**config.mk**
```make
export PLATFORM = sky130hd
export DESIGN_NAME = psc_ctrl
export DESIGN_NICKNAME = d
export VERILOG_FILES = /design/src/rtl/psc_pkg.sv /design/src/rtl/psc_ctrl.sv
export SDC_FILE = /design/constraint.sdc
export NUM_CORES = 1
export LEC_CHECK = 0
export ABC_AREA = 1
export ABC_CLOCK_PERIOD_IN_PS = 1500
export BUFFER_PORTS_ARGS = -buffer_cell sky130_fd_sc_hd__buf_2
export CAP_MARGIN = 30
export CORE_AREA = 2 2 39 41
export DETAILED_ROUTE_END_ITERATION = 10
export DIE_AREA = 0 0 41 43
export GPL_ROUTABILITY_DRIVEN = 0
export PLACE_DENSITY = 0.55
export REMOVE_ABC_BUFFERS = 1
export SYNTH_ARGS = -nofsm -noshare
export SYNTH_HDL_FRONTEND = slang
export SYNTH_SLANG_ARGS = --single-unit
```
**constraint.sdc**
```tcl
create_clock -name clk -period 1.5 [get_ports clk]
set_clock_uncertainty 0.15 [all_clocks]
set_input_delay 0.15 -clock clk [delete_from_list [all_inputs] [get_ports clk]]
set_output_delay 0.15 -clock clk [all_outputs]
set_load 0.01 [all_outputs]
```
**src/rtl/psc_pkg.sv**
```systemverilog
// Shared types, widths and constants of the pressure sensor compensation unit.
package psc_pkg;

  localparam int COEF_W     = 16;
  localparam int RAW_W      = 24;
  localparam int TEMP_W     = 16;
  localparam int PRES_W     = 24;
  localparam int CFG_IDX_W  = 3;
  localparam int NUM_STAGES = 7;

  // Temperature reference point in centidegrees (20.00 degrees)
  localparam int TEMP_BASE = 2000;

  // Second-order correction: 3*dT^2/2^33 below the reference, else 7*dT^2/2^37
  localparam int T2_LOW_MUL    = 3;
  localparam int T2_HIGH_MUL   = 7;

  localparam int TEMP_MAX = 32767;
  localparam int TEMP_MIN = -32768;
  localparam int PRES_MAX = 8388607;
  localparam int PRES_MIN = -8388608;

  typedef enum logic [CFG_IDX_W-1:0] {
    REG_SENS     = 3'd0,
    REG_OFF      = 3'd1,
    REG_TCS      = 3'd2,
    REG_TCO      = 3'd3,
    REG_TREF     = 3'd4,
    REG_TEMPSENS = 3'd5
  } psc_cfg_reg_t;

  typedef struct packed {
    logic [COEF_W-1:0] sens;
    logic [COEF_W-1:0] off;
    logic [COEF_W-1:0] tcs;
    logic [COEF_W-1:0] tco;
    logic [COEF_W-1:0] tref;
    logic [COEF_W-1:0] tempsens;
  } psc_coef_t;

endpackage

```
**src/rtl/psc_ctrl.sv**
```systemverilog
// Stage valid bits and per-stage load enables of the compensation pipeline.
module psc_ctrl (
  input  logic                            clk,
  input  logic                            rst_n,
  input  logic                            in_valid,
  output logic                            in_ready,
  output logic                            out_valid,
  input  logic                            out_ready,
  output logic [psc_pkg::NUM_STAGES-1:0]  stage_en
);

  localparam int N = psc_pkg::NUM_STAGES;

  logic [N-1:0] v_r;
  logic [N-1:0] v_nxt;
  logic [N-1:0] en;

  // A stage loads when it is empty or its contents move on
  always_comb begin
    en[N-1] = !v_r[N-1] || out_ready;
    for (int i = N - 2; i >= 0; i--) begin
      en[i] = !v_r[i] || en[i+1];
    end
  end

  always_comb begin
    v_nxt[0] = en[0] ? in_valid : v_r[0];
    for (int i = 1; i < N; i++) begin
      v_nxt[i] = en[i] ? v_r[i-1] : v_r[i];
    end
  end

  always_ff @(posedge clk) begin
    if (!rst_n) begin
      v_r <= '0;
    end else begin
      v_r <= v_nxt;
    end
  end

  assign stage_en  = en;
  assign in_ready  = en[0];
  assign out_valid = v_r[N-1];

  // Items in flight change only by transfers on either side
  a_conserve: assert property (@(posedge clk) disable iff (!rst_n)
    $past(rst_n) |-> ($countones(v_r) == $countones($past(v_r))
      + int'($past(in_valid && in_ready)) - int'($past(v_r[N-1] && out_ready))))
    else $error("pipeline lost or repeated an item");

  // A full, stalled pipe must refuse input
  a_full_stall: assert property (@(posedge clk) disable iff (!rst_n)
    (v_r == {N{1'b1}} && !out_ready) |-> !in_ready)
    else $error("input taken into a full stalled pipe");

  // Refusing input means the first stage holds an item
  a_refuse: assert property (@(posedge clk) disable iff (!rst_n)
    !in_ready |-> v_r[0])
    else $error("input refused with an empty first stage");

endmodule

```
Word level (Yosys, flattened, before mapping)
Cells that the tools add are included.
{"block": "totals", "regBits": 7, "in_bits": 4, "word_cells": 21}
{"block": "classes", "reduce_logical": 14}
{"op": "1-bit zero test", "n": 7}
{"op": "1-bit logical OR", "n": 7}

Longest topological paths before layout
{"block": "depth", "word_depth": 8, "ltp_mapped": 5, "depth_no_buf": 5}

Worst setup path after synthesis
Ideal clock, no wire load.
{"block": "synth_path", "path_kind": "register to output", "from": "reg v_r[6]", "to": "out stage_en[0] (netlist bit)", "arrival_time_ns": 1.067, "path_slack_ns": 0.133, "stages_incl_launch_ff": 5, "path_cell_list": "dfxtp_1 -> nand4_4 -> nor2_4 -> nand4_2 -> buf_4"}
{"block": "synth_via", "elab_chain_cells": 8}
{"item": "from (decl)", "line": "psc_ctrl.sv:14", "text": "logic [N-1:0] v_r;"}
{"item": "from (signal assigned)", "line": "psc_ctrl.sv:37", "text": "v_r <= v_nxt;"}
{"item": "1-bit zero test", "line": "psc_ctrl.sv:20", "text": "en[N-1] = !v_r[N-1] || out_ready;"}
{"item": "1-bit logical OR", "line": "psc_ctrl.sv:20"}
{"item": "1-bit logical OR (2 in series)", "line": "psc_ctrl.sv:22", "text": "en[i] = !v_r[i] || en[i+1];"}
{"item": "named net stage_en (one bit)", "line": "psc_ctrl.sv:9", "text": "output logic [psc_pkg::NUM_STAGES-1:0] stage_en"}
{"item": "1-bit logical OR (4 in series)", "line": "psc_ctrl.sv:22"}
{"item": "to (decl)", "line": "psc_ctrl.sv:9"}
The timed path passes the listed nets, and every way through them passes these cells.

Worst setup path in the final report
{"block": "layout_path", "from": "reg v_r[4]", "to": "out in_ready"}
{"block": "layout_via", "elab_chain_cells": 6}
{"item": "1-bit zero test", "line": "psc_ctrl.sv:22"}
{"item": "1-bit logical OR (5 in series)", "line": "psc_ctrl.sv:22"}
{"item": "to (decl)", "line": "psc_ctrl.sv:6", "text": "output logic in_ready,"}
Every way passes these cells.

==> results.ini <==
[route]
drc=0
viasPerCell=4.01
dr.first_iter.drc_count=4
dr_total_vias=277
routed_wl_um=586
detail-route-antenna-nets=0
drtPass1Iterations=2
wl_per_cell_um=8.49

[finish]
num_antenna_cells=0
seqCellArea_um2=144
area_growth_pct=53.8
multi_input_area_um2=121
fin_util_pct=32.8
top_register=v_r
n_fill_cell=152
largest_reg_flops=7
post_route_cells_drive_above_1_share_pct=50.9
final_cells=69
layout_common_cells=inv_1, buf_2, a21oi_1, nor2_1, dfxtp_1
nets=58
top_regs=v_r: 7 flops

[synth]
muxShareOfSynthArea_pct=0
synthAdderAreaFrac_pct=0
synthSimpleGateAreaFrac_pct=27.5
yosysSeqAreaShare_pct=47.5
ys_types=11
synth_top_family_by_area=simple AND/OR/NAND/NOR gates
synth_seq_cells=7
synth-compound-area-share_pct=9.75
synthCells=34
synth.avg_cell_area_um2=8.68
synth_area_um2=295
synth_area_leader_cell=dfxtp_1
synthDominantCellAreaShare_pct=47.5
synthXorXnorAreaFrac_pct=0
synth.top_cells.by_area=dfxtp_1, inv_1, nand4_4
synth_warnings=0

[placement]
dp_cells=61
dpl.hpwl_um=416
dp_slack_ns=0.235
io_buffers=12

[clocking]
numCtsBuffers=3
clock_latency_ns=0.25
cts_sinks=7
cts_buffer_depth=2
cts_max_level=1
root_buffer=clkbuf_4
clk_pin_slew_ns=0.05
cts_tree=yes

[die]
die_area_um2=1760
die_x_um=41
rows=14
initial_core_util_pct=21.3
die_h_um=43
io_pins=13
design.core.area_um2=1380

[grt]
antenna_found_initial=0
overflow=0
grt_pass1_wl_um=855
grt_max_degree=8
grt_pass1_vias=216
grtUsageTotal_pct=7.65

[worst_setup_path]
regToRegEndpoint=v_r[0]$_SDFFE_PN0P_
ff2ff_setup_slack_ns=0.27
max_stage_delay_ns=0.35
cp_cell_sequence=nand4_4, nor2_4, nand4_4, buf_6
path_depth=4
worstSetupStartpoint=v_r[4]$_SDFFE_PN0P_
cpMostUsedCell=nand4_4
cp.required_ns=1.20
slowest_stage=dfxtp_2
start_kind=register
crit_fanout=5
arrival_ns=1.16
critical_path_class=reg -> out
r2r-start=v_r[4]$_SDFFE_PN0P_
worst-r2r-cell-count=5
crit_path_end_kind=primary output
crit_family=simple AND/OR/NAND/NOR gates
endpoint=in_ready
critPathBufInv=1

[power_and_ir_drop]
p_leak_nw=0.194
cellPowerDensity_nw_per_um2=839
vdd_ir_drop_max_uv=548

[timing]
fmax_ghz=0.686
worst_pin_slew_ns=0.218
slew_headroom_pct=85.4
setup_tns_ns=0
finalCriticalPeriod_ns=1.46
fin_crit_sh_pct=97.3
setup_viol=0
hold_viol=0
rsz0062_at_grt=true
setup_slack_ns=0.0412
drv_slew=0

[min_path]
whs_path_depth=4
worstHoldPathType=in -> reg

[flow_run]
maxCapViolCount=0

[outcome]
status=finished, final reports clean

## report_power, final
| part | total, mW | switching (mW) | internal, mW |
|---|---|---|---|
| Sequential | 0.196 | 0.00493 | 0.191 |
| Clock | 0.169 | 0.0675 | 0.101 |
| Combinational | 0.0165 | 0.00879 | 0.00766 |
## what timing repair did
action	4_1_cts	5_1_grt
hold buffers	1	0
pin swaps	2	1
buffers inserted	2	1
gates resized for setup	6	1
hold endpoints to repair	1	0
setup endpoints to repair	3	6
## layout make-up
class                   count  area share, %
inverters                  10           8.26
clock buffers               4           5.79
flip-flops and latches      7           31.7
well taps                  16           4.41
repair buffers             16           23.1
multi-input cells          16           26.7
## cell usage after synthesis
library cell / count
nand2_1: 2
nor2_1: 5
buf_4: 1
nand3_2: 1
a21oi_1: 4
nor2_4: 1
dfxtp_1: 7
inv_1: 10
nand4_4: 1
nand4_2: 1
a21oi_2: 1
## routing by layer
metal | up-vias | routed length [um] | track usage, % | share of wire [%]
met5 | - | 0 | 0 | 0
met4 | 0 | 0 | 2.00 | 0
met3 | 0 | 76 | 6.28 | 13
met2 | 14 | 283 | 11.9 | 48
met1 | 123 | 226 | 7.47 | 39
li1 | 140 | - | - | -
## worst min-delay path, delay by kind of cell
kind,cells,cell delay (ns)
AND/OR/NAND/NOR,3,0.17
buffers and inverters,1,0.09
## how the worst min path moves through the flow
stage	startpoint	end	slack (ns)
finish	out_ready	v_r[6]$_SDFFE_PN0P_	0.05
global route	out_ready	v_r[6]$_SDFFE_PN0P_	0.05
detailed placement	in_valid	v_r[0]$_SDFFE_PN0P_	0.26
CTS	out_ready	v_r[6]$_SDFFE_PN0P_	0.05
floorplan	in_valid	v_r[0]$_SDFFE_PN0P_	0.14
global placement	in_valid	v_r[0]$_SDFFE_PN0P_	0.25
## through the flow
step / hold WS, ns / cell area, um2 / power [mW]
after detailed placement: 0.260 / 368 / 0.213
after floorplan: 0.144 / 288 / 0.206
after global routing: 0.0544 / 454 / 0.409
after CTS: 0.0531 / 444 / 0.388
final: 0.0518 / 454 / 0.381
after global placement: 0.251 / 368 / 0.212
## logic make-up (layout without fill, tap and decap cells)
logic type             after synthesis  after routing
and+or+nand+nor                     11             11
DFF                                  7              7
AOI/OAI and AO/OA                    5              5
buffers and inverters               11             30
No activity file was read; power rests on OpenSTA's default activity.
