**src/rtl/psc_pkg.sv**
```systemverilog
// Shared types, widths and constants of the pressure sensor compensation unit.
package psc_pkg;

  localparam int COEF_W     = 16;
  localparam int RAW_W      = 24;
  localparam int TEMP_W     = 16;
  localparam int PRES_W     = 24;
  localparam int CFG_IDX_W  = 3;
  localparam int NUM_STAGES = 7;

  // Temperature reference point in centidegrees (20.00 degrees)
  localparam int TEMP_BASE = 2000;

  // Second-order correction: 3*dT^2/2^33 below the reference, else 7*dT^2/2^37
  localparam int T2_LOW_MUL    = 3;
  localparam int T2_HIGH_MUL   = 7;

  localparam int TEMP_MAX = 32767;
  localparam int TEMP_MIN = -32768;
  localparam int PRES_MAX = 8388607;
  localparam int PRES_MIN = -8388608;

  typedef enum logic [CFG_IDX_W-1:0] {
    REG_SENS     = 3'd0,
    REG_OFF      = 3'd1,
    REG_TCS      = 3'd2,
    REG_TCO      = 3'd3,
    REG_TREF     = 3'd4,
    REG_TEMPSENS = 3'd5
  } psc_cfg_reg_t;

  typedef struct packed {
    logic [COEF_W-1:0] sens;
    logic [COEF_W-1:0] off;
    logic [COEF_W-1:0] tcs;
    logic [COEF_W-1:0] tco;
    logic [COEF_W-1:0] tref;
    logic [COEF_W-1:0] tempsens;
  } psc_coef_t;

endpackage

```
**src/rtl/psc_cfg_regs.sv**
```systemverilog
// Calibration coefficient register file with a plain write port.
module psc_cfg_regs (
  input  logic                           clk,
  input  logic                           rst_n,
  input  logic                           cfg_wr_en,
  input  logic [psc_pkg::CFG_IDX_W-1:0]  cfg_index,
  input  logic [psc_pkg::COEF_W-1:0]     cfg_wdata,
  output psc_pkg::psc_coef_t             coef
);

  psc_pkg::psc_coef_t coef_r;
  psc_pkg::psc_coef_t coef_nxt;

  always_comb begin
    coef_nxt = coef_r;
    if (cfg_wr_en) begin
      case (psc_pkg::psc_cfg_reg_t'(cfg_index))
        psc_pkg::REG_SENS:     coef_nxt.sens     = cfg_wdata;
        psc_pkg::REG_OFF:      coef_nxt.off      = cfg_wdata;
        psc_pkg::REG_TCS:      coef_nxt.tcs      = cfg_wdata;
        psc_pkg::REG_TCO:      coef_nxt.tco      = cfg_wdata;
        psc_pkg::REG_TREF:     coef_nxt.tref     = cfg_wdata;
        psc_pkg::REG_TEMPSENS: coef_nxt.tempsens = cfg_wdata;
        default:               coef_nxt = coef_r;  // drop writes beyond the list
      endcase
    end
  end

  always_ff @(posedge clk) begin
    if (!rst_n) begin
      coef_r <= '0;
    end else begin
      coef_r <= coef_nxt;
    end
  end

  assign coef = coef_r;

endmodule

```
**config.mk**
```make
export PLATFORM = sky130hd
export DESIGN_NAME = psc_cfg_regs
export DESIGN_NICKNAME = d
export VERILOG_FILES = /design/src/rtl/psc_pkg.sv /design/src/rtl/psc_cfg_regs.sv
export SDC_FILE = /design/constraint.sdc
export NUM_CORES = 1
export LEC_CHECK = 0
export ABC_AREA = 1
export BUFFER_PORTS_ARGS = -buffer_cell sky130_fd_sc_hd__buf_2
export CAP_MARGIN = 20
export CORE_UTILIZATION = 55
export DETAILED_ROUTE_END_ITERATION = 8
export HOLD_SLACK_MARGIN = 0.03
export PLACE_DENSITY_LB_ADDON = 0.25
export SLEW_MARGIN = 20
export SYNTH_ARGS = -nofsm -noshare
export SYNTH_HDL_FRONTEND = slang
export SYNTH_SLANG_ARGS = --single-unit
```
**constraint.sdc**
```tcl
create_clock -name clk -period 2.55 [get_ports clk]
set_input_delay 0.255 -clock clk [delete_from_list [all_inputs] [get_ports clk]]
set_output_delay 0.255 -clock clk [all_outputs]
set_load 0.005 [all_outputs]
```
; After elaboration in Yosys (flattened, before gate mapping)
; Cells that the tools add are included.
[totals]
register_bits = 96
latchBits = 0
ramBits = 0
mem_bits_ro = 0
in_bits = 22
output_inout_bits = 96
word_cells = 18
n_memories = 0
[op_classes]
add_sub_neg = 0
multipliers = 0
n_div = 0
n_lt_le_gt_ge = 0
n_eq_ne = 5
n_shift = 0
muxes = 0
bitwise = 0
n_reduce_logical = 7
[op_table]
columns = op, n
row1 = AND reduction 2 bit, 6
row2 = "equality test 3 x 2 -> 1 bit, second input constant", 2
row3 = "equality test 3 bit, second input constant", 2
row4 = "equality test 3 x 1 -> 1 bit, second input constant", 1
row5 = zero test 3 bit, 1

; Longest topological paths before layout
; Gate-level depths: netlist of run 1.
[depth]
ltp_word = 2
ltp_mapped = 6

; Worst setup path after synthesis of run 1
; No wires, ideal clock.
[synth_timing]
path_type = input to register
start = input port rst_n
end = register coef_r (netlist bit coef[72])
setup_ns = 0.064
t_arrival_ns = 0.962
t_required_ns = 2.486
setup_slack_ns = 1.524
cell_stages = 5
n_path_buf = 3
path_cell_list = buf_2 buf_2 buf_1 nand2_1 nor2_1
[synth_lines]
columns = element, line
row1 = start: declaration, psc_cfg_regs.sv:4  ; input logic rst_n,
row2 = end signal: assignment, psc_cfg_regs.sv:33  ; coef_r <= coef_nxt;
row3 = end: declaration, psc_cfg_regs.sv:11  ; psc_pkg::psc_coef_t coef_r;

; Final worst setup path of run 1
[layout_timing]
start = input port cfg_index[2] (netlist name)
end = register coef_r (netlist bit coef[12])
[layout_between]
elab_chain_len = 2
[layout_rtl]
columns = element, line
row1 = start: declaration, psc_cfg_regs.sv:6  ; input logic [psc_pkg::CFG_IDX_W-1:0] cfg_index,
row2 = equality test 3 bit, psc_cfg_regs.sv:17  ; case (psc_pkg::psc_cfg_reg_t'(cfg_index))
row3 = AND reduction 2 bit (no line), --
; No other way between the ends.
; A chain may end at the register's enable or synchronous reset.

==> impl_metrics.toml, run 1 <==
[routing]
firstDrtPassIters = 5
viasPerCell = 5.084
routed.top_layer = "met4"
finalWirelength_mm = 10.32
wl_met1_mm = 4.304
ant_nets = 0
wl_met2_mm = 4.963
drc = 0
wl_met3_um = 833
detail_route.iter0.violations = 260
vias = 3828
post_drt_wl_per_cell_um = 13.70

[synthesis]
synth_area_leaders = "dfxtp_1 (50%), nor2_1 (19%), nand3_1 (12%)"
synthArstFlopShare_pct = 0
syn_avg_cell_area_um2 = 6.990
yosysTopAreaCell = "dfxtp_1"
ys_types = 12
synth_top_area_share_pct = 49.81
synth_common_cells = "nor2_1 (193), nand2_1 (101), dfxtp_1 (96), nand3_1 (96), buf_2 (22)"
synth_warnings = 0
syn_nets = 574
seq_area_frac_synth_pct = 49.81
syn_area_um2 = 3859
synth-seq-cells = 96
ys.flop_type = "dfxtp_1"
synth_edf_count = 0
yosysMostFrequentCell = "nor2_1"
synthCells = 552

[sta]
final.period_utilization_pct = 51.49
slew_headroom_pct = 40.87
rsz0062_at_grt = "false"
finalHoldViolations = 0
setup_tns_ns = 0
finalSetupViolCount = 0
clock_skew_ns = 0
fmax_mhz = 761.7
min_period_ns = 1.313
drv_slew = 0
worstMarginPinSlew_ns = 0.8860
final.setup.worst_slack_ns = 1.237

[floorplanning]
start_util_pct = 56.80
io_pins = 118
row_count = 30
die_x_um = 85.76
coreArea_um2 = 6794
die_y_um = 85.76
fp.dieArea_um2 = 7355

[clock_network]
htree_levels = 3
cts_tree = "yes"
cts-root-buf = "clkbuf_8"
post_cts_buffers = 0
path_clk_slew_ns = 0.09
cts.path.max_buffers = 2
clk_latency_ns = 0.36
cts-buffers-inserted = 9
cts.sinks = 96
cts_hold_buf = 0
cts_resized = 0

[final_layout]
n_antenna_cell = 0
fin_nets = 674
area_delta_synth_final_pct = 20.23
fillCellCount = 623
largest_register_ffs = 96
drive_gt1_share_pct = 22.98

[setup_path]
cp_max_fo = 32
arrival_ns = 1.58
required_ns = 2.81
critPathCaptureType = "register"
critPathLaunchType = "input pin"
critPathKind = "input pin to register"

[power]
p_comb_share_pct = 11.6
p_sw_mw = 0.7755
internal-power_mw = 2.117
switching_share_pct = 26.81
vdd_ir_drop_max_v = 0.0003712
power.share.clock_pct = 33.8
power.density_nw_per_um2 = 623.5
seq_power_share_pct = 54.6
leakagePower_nw = 2.312

[global_routing]
grt-ovfl-total = 0
grt_antenna_before_repair = 0
track_usage_pct = 28.14
grt_first_pass_wirelength_mm = 15.84
grt_max_degree = 62
grt_pass1_vias = 3267

[place]
io_buffer_count = 117
dp_worst_setup_slack_ns = 0.8840
place_hpwl_mm = 6.813
place_congestion = 0.7843

[status]
status = "finished, final reports clean"

[worst_hold_path]
holdCritPathClass = "input pin to register"

[job]
max_cap_violations = 0
==> power groups by stage <==
stage / sequential (mW) / combinational (mW) / clock (mW)
2_1_floorplan: 1.62 / 0.207 / 0
3_3_place_gp: 1.61 / 0.325 / 0
3_5_place_dp: 1.61 / 0.332 / 0
4_1_cts: 1.58 / 0.333 / 0.976
5_1_grt: 1.58 / 0.372 / 1.04
6_report: 1.58 / 0.336 / 0.978
==> critical path, stage by stage <==
cell	delay, ns
buf_2	0.13
nand2_1	0.16
inv_1	0.69
nand3_1	0.19
nand2_1	0.10
nor2_1	0.04
==> routing by layer <==
layer / vias up / track usage [%]
li1: 1908 / -
met1: 1727 / 36.07
met2: 174 / 46.18
met3: 19 / 6.737
met4: 0 / 10.76
met5: - / 0
==> final timing paths <==
kind                      from        to  slack [ns]  depth (start not counted)
setup / recovery  cfg_index[2]  coef[12]        1.24                          6
hold / removal    cfg_index[2]  coef[82]        0.34                          5
hold reg to reg       coef[58]  coef[58]        0.48                          2
setup reg to reg      coef[65]  coef[65]        1.93                          2
==> layout make-up <==
| cell class | instances | area [um2] | share of cell area, % |
|---|---|---|---|
| flip-flops and latches | 96 | 1922 | 41.42 |
| multi-input cells | 400 | 1684 | 36.30 |
| well taps | 96 | 120.1 | 2.589 |
| clock buffers | 10 | 127.6 | 2.751 |
| repair buffers | 123 | 643.1 | 13.86 |
| inverters | 22 | 82.58 | 1.780 |
| clock inverters | 6 | 60.06 | 1.294 |
==> logic make-up (layout without fill, tap and decap cells) <==
family        after synthesis  after routing  share of synthesized area [%]
buf+inv                    56            161                          6.744
simple gates              400            400                          43.45
flops                      96             96                          49.81
==> cell usage in the layout, fill, tap and decap left out <==
cell type / count
clkbuf_1: 1
nand2_2: 1
nor2_4: 7
bufinv_16: 1
dfxtp_1: 96
clkbuf_8: 9
nor2_2: 3
nor2_1: 192
buf_2: 117
inv_1: 20
buf_4: 5
buf_12: 1
nand3_1: 96
clkinv_2: 3
inv_2: 2
clkinvlp_4: 2
nand2_1: 101
==> through the flow <==
| stage | hold slack, ns | power [mW] | utilization (%) | cells | cell area, um2 |
|---|---|---|---|---|---|
| 2_1_floorplan | 0.4786 | 1.823 | - | 552 | 3859 |
| 3_3_place_gp | 0.4589 | 1.936 | 65.52 | 737 | 4452 |
| 3_5_place_dp | 0.4678 | 1.945 | 65.52 | 737 | 4452 |
| 4_1_cts | 0.3378 | 2.887 | 68.29 | 753 | 4639 |
| 5_1_grt | 0.3627 | 2.993 | 68.29 | 753 | 4639 |
| 6_report | 0.3385 | 2.892 | 68.29 | 753 | 4639 |
No activity file was read; power rests on OpenSTA's default activity.
==> inputs of run 2 (changes only) <==
--- a/config.mk
+++ b/config.mk
@@ -5,10 +5,10 @@
 export SDC_FILE = /design/constraint.sdc
 export NUM_CORES = 1
 export LEC_CHECK = 0
-export ABC_AREA = 1
+export ABC_AREA = 0
 export BUFFER_PORTS_ARGS = -buffer_cell sky130_fd_sc_hd__buf_2
 export CAP_MARGIN = 20
-export CORE_UTILIZATION = 55
+export CORE_UTILIZATION = 45
 export DETAILED_ROUTE_END_ITERATION = 8
 export HOLD_SLACK_MARGIN = 0.03
 export PLACE_DENSITY_LB_ADDON = 0.25
==> constraint.sdc (replaced) <==
create_clock -name clk -period 1.2 [get_ports clk]
set_input_delay 0.12 -clock clk [delete_from_list [all_inputs] [get_ports clk]]
set_output_delay 0.12 -clock clk [all_outputs]
set_load 0.005 [all_outputs]
==> impl_metrics.toml, run 2 <==
[status]
status = "finished, final reports clean"

[synthesis]
synthArstFlopShare_pct = 0
ys_types = 13
syn_area_um2 = 3495
seq_area_frac_synth_pct = 54.99
synth_area_leaders = "dfxtp_1 (55%), mux2i_1 (27%), nand2_1 (12%)"
yosysMostFrequentCell = "nand2_1"
synth_edf_count = 0
synthCells = 334
ys.flop_type = "dfxtp_1"
syn_nets = 356
yosysTopAreaCell = "dfxtp_1"
synth-seq-cells = 96
synth_warnings = 0
synth_common_cells = "nand2_1 (112), dfxtp_1 (96), mux2i_1 (96), clkbuf_1 (11), buf_2 (9)"
synth_top_area_share_pct = 54.99
syn_avg_cell_area_um2 = 10.46

[final_layout]
final_common_cell = "buf_2"
fin_nets = 481
final_cell_mix = "buf_2 (116), nand2_1 (112), mux2i_1 (96), dfxtp_1 (96), buf_4 (15)"
area_delta_synth_final_pct = 29.57
fin_util_pct = 61.44
fillCellCount = 645
largest_register_ffs = 96
n_antenna_cell = 0
regArea_um2 = 1922
multi_input_area_um2 = 1444
drive_gt1_share_pct = 33.26

[floorplanning]
die_y_um = 90.13
start_util_pct = 47.42
row_count = 31
io_pins = 118
coreArea_um2 = 7370
fp.dieArea_um2 = 8123
die_x_um = 90.13

[global_routing]
grt_first_pass_wirelength_mm = 13.33
track_usage_pct = 20.78
grt_max_degree = 29
grt-ovfl-total = 0
grt_pass1_vias = 2686
grt_antenna_before_repair = 0

[routing]
drc = 0
ant_nets = 0
firstDrtPassIters = 4
post_drt_wl_per_cell_um = 14.66
detail_route.iter0.violations = 83
viasPerCell = 4.890
finalWirelength_mm = 8.240
vias = 2748

[sta]
slew_headroom_pct = 81.06
finalHoldViolations = 0
setup_tns_ns = 0
final.period_utilization_pct = 78.25
rsz0062_at_grt = "false"
fmax_mhz = 1065
finalSetupViolCount = 0
min_period_ns = 0.9390
clock_skew_ns = 0
drv_slew = 0
worstMarginPinSlew_ns = 0.2834

[setup_path]
path_delay_family = "flip-flops"
critPathKind = "register to output port"
critPathLaunchType = "register"
r2r_cells = 2
r2r-start = "coef[21]"
crit_buf_inv = 1
cp.depth = 1
arrival_ns = 0.82
cp_max_fo = 2
reg2reg_to = "coef[21]"
cp-endpoint = "coef[47]"
critPathCaptureType = "output port"
crit_path_start = "coef[47]"
crit_path_max_incr_delay_ns = 0.36
required_ns = 1.08
path_cells = "buf_2"
reg2reg_slack_ns = 0.57
worst_path_max_delay_cell = "dfxtp_1"

[place]
place_hpwl_mm = 5.984
place_congestion = 0.7478
io_buffer_count = 117

[power]
leakagePower_nw = 2.537
vdd_ir_drop_max_v = 0.0006910
power.density_nw_per_um2 = 1291

[clock_network]
htree_levels = 3
cts-buffers-inserted = 9
cts.sinks = 96
post_cts_buffers = 0
cts-root-buf = "clkbuf_8"
cts_hold_buf = 0
cts.path.max_buffers = 2
path_clk_slew_ns = 0.09
cts_resized = 0
clk_latency_ns = 0.34
cts_tree = "yes"

[worst_hold_path]
holdCritPathClass = "input pin to register"

[job]
max_cap_violations = 0
==> run 2: cell count changes after synthesis, sizes merged <==
cell     before  now
nor2        202    0
nand3        96    0
clkbuf        0   11
nand4bb       0    2
nand4b        0    2
mux2i         0   96
buf          34   13
inv          22    0
and4bb        0    1
or4b          0    1
nand2       102  112
==> run 2: where the power goes <==
group          leakage [nW]  internal, mW  switching [mW]  total [mW]
combinational          1.66         0.204           0.242       0.446
sequential            0.777          3.25          0.0345        3.29
clock                0.0976          1.07            1.04        2.11
total                  2.54          4.53            1.32        5.85
==> run 2: layout make-up <==
class / count / share of cell area (%)
Sequential cell: 96 / 42.44
Tap cell: 99 / 2.736
Clock inverter: 4 / 1.188
Multi-Input combinational cell: 214 / 31.89
Timing Repair Buffer: 138 / 18.40
Clock buffer: 11 / 3.343
==> run 2: logic make-up (layout without fill, tap and decap cells) <==
group,Yosys count,after routing,share of synthesized area [%]
flops,96,96,54.99
mux,96,96,27.50
simple gates,118,118,13.82
buf+inv,24,153,3.688
==> run 2: through the flow <==
| stage | hold WS (ns) | instances | area (um2) | power, mW | setup WS [ns] |
|---|---|---|---|---|---|
| 2_1_floorplan | 0.3625 | 334 | 3495 | 3.584 | 0.02974 |
| 3_3_place_gp | 0.4398 | 547 | 4323 | 3.799 | -0.04635 |
| 3_5_place_dp | 0.4444 | 547 | 4323 | 3.812 | -0.08188 |
| 4_1_cts | 0.1448 | 562 | 4528 | 5.915 | 0.2254 |
| 5_1_grt | 0.1596 | 562 | 4528 | 6.106 | 0.1992 |
| 6_report | 0.1490 | 562 | 4528 | 5.845 | 0.2610 |
==> run 2: layer usage <==
metal	up-vias	GRT usage [%]	share of wire (%)
li1	1353	-	-
met1	1300	25.47	44
met2	87	35.88	49
met3	8	4.907	6.5
met4	0	6.586	1.1
met5	-	0	0
==> run 2: worst min path at each step <==
stage / to / from / depth (start not counted) / slack (ns)
2_1_floorplan: coef[83] / cfg_wdata[3] / 2 / 0.36
3_3_place_gp: coef[69] / coef[69] / 2 / 0.44
3_5_place_dp: coef[73] / coef[73] / 2 / 0.44
4_1_cts: coef[83] / cfg_wdata[3] / 3 / 0.14
5_1_grt: coef[35] / cfg_wdata[3] / 3 / 0.16
6_report: coef[83] / cfg_wdata[3] / 3 / 0.15
==> run 2: tightest hold or removal path, stage by stage <==
cell and delay [ns]:
buf_2 0.07, nand2_1 0.12, mux2i_1 0.14
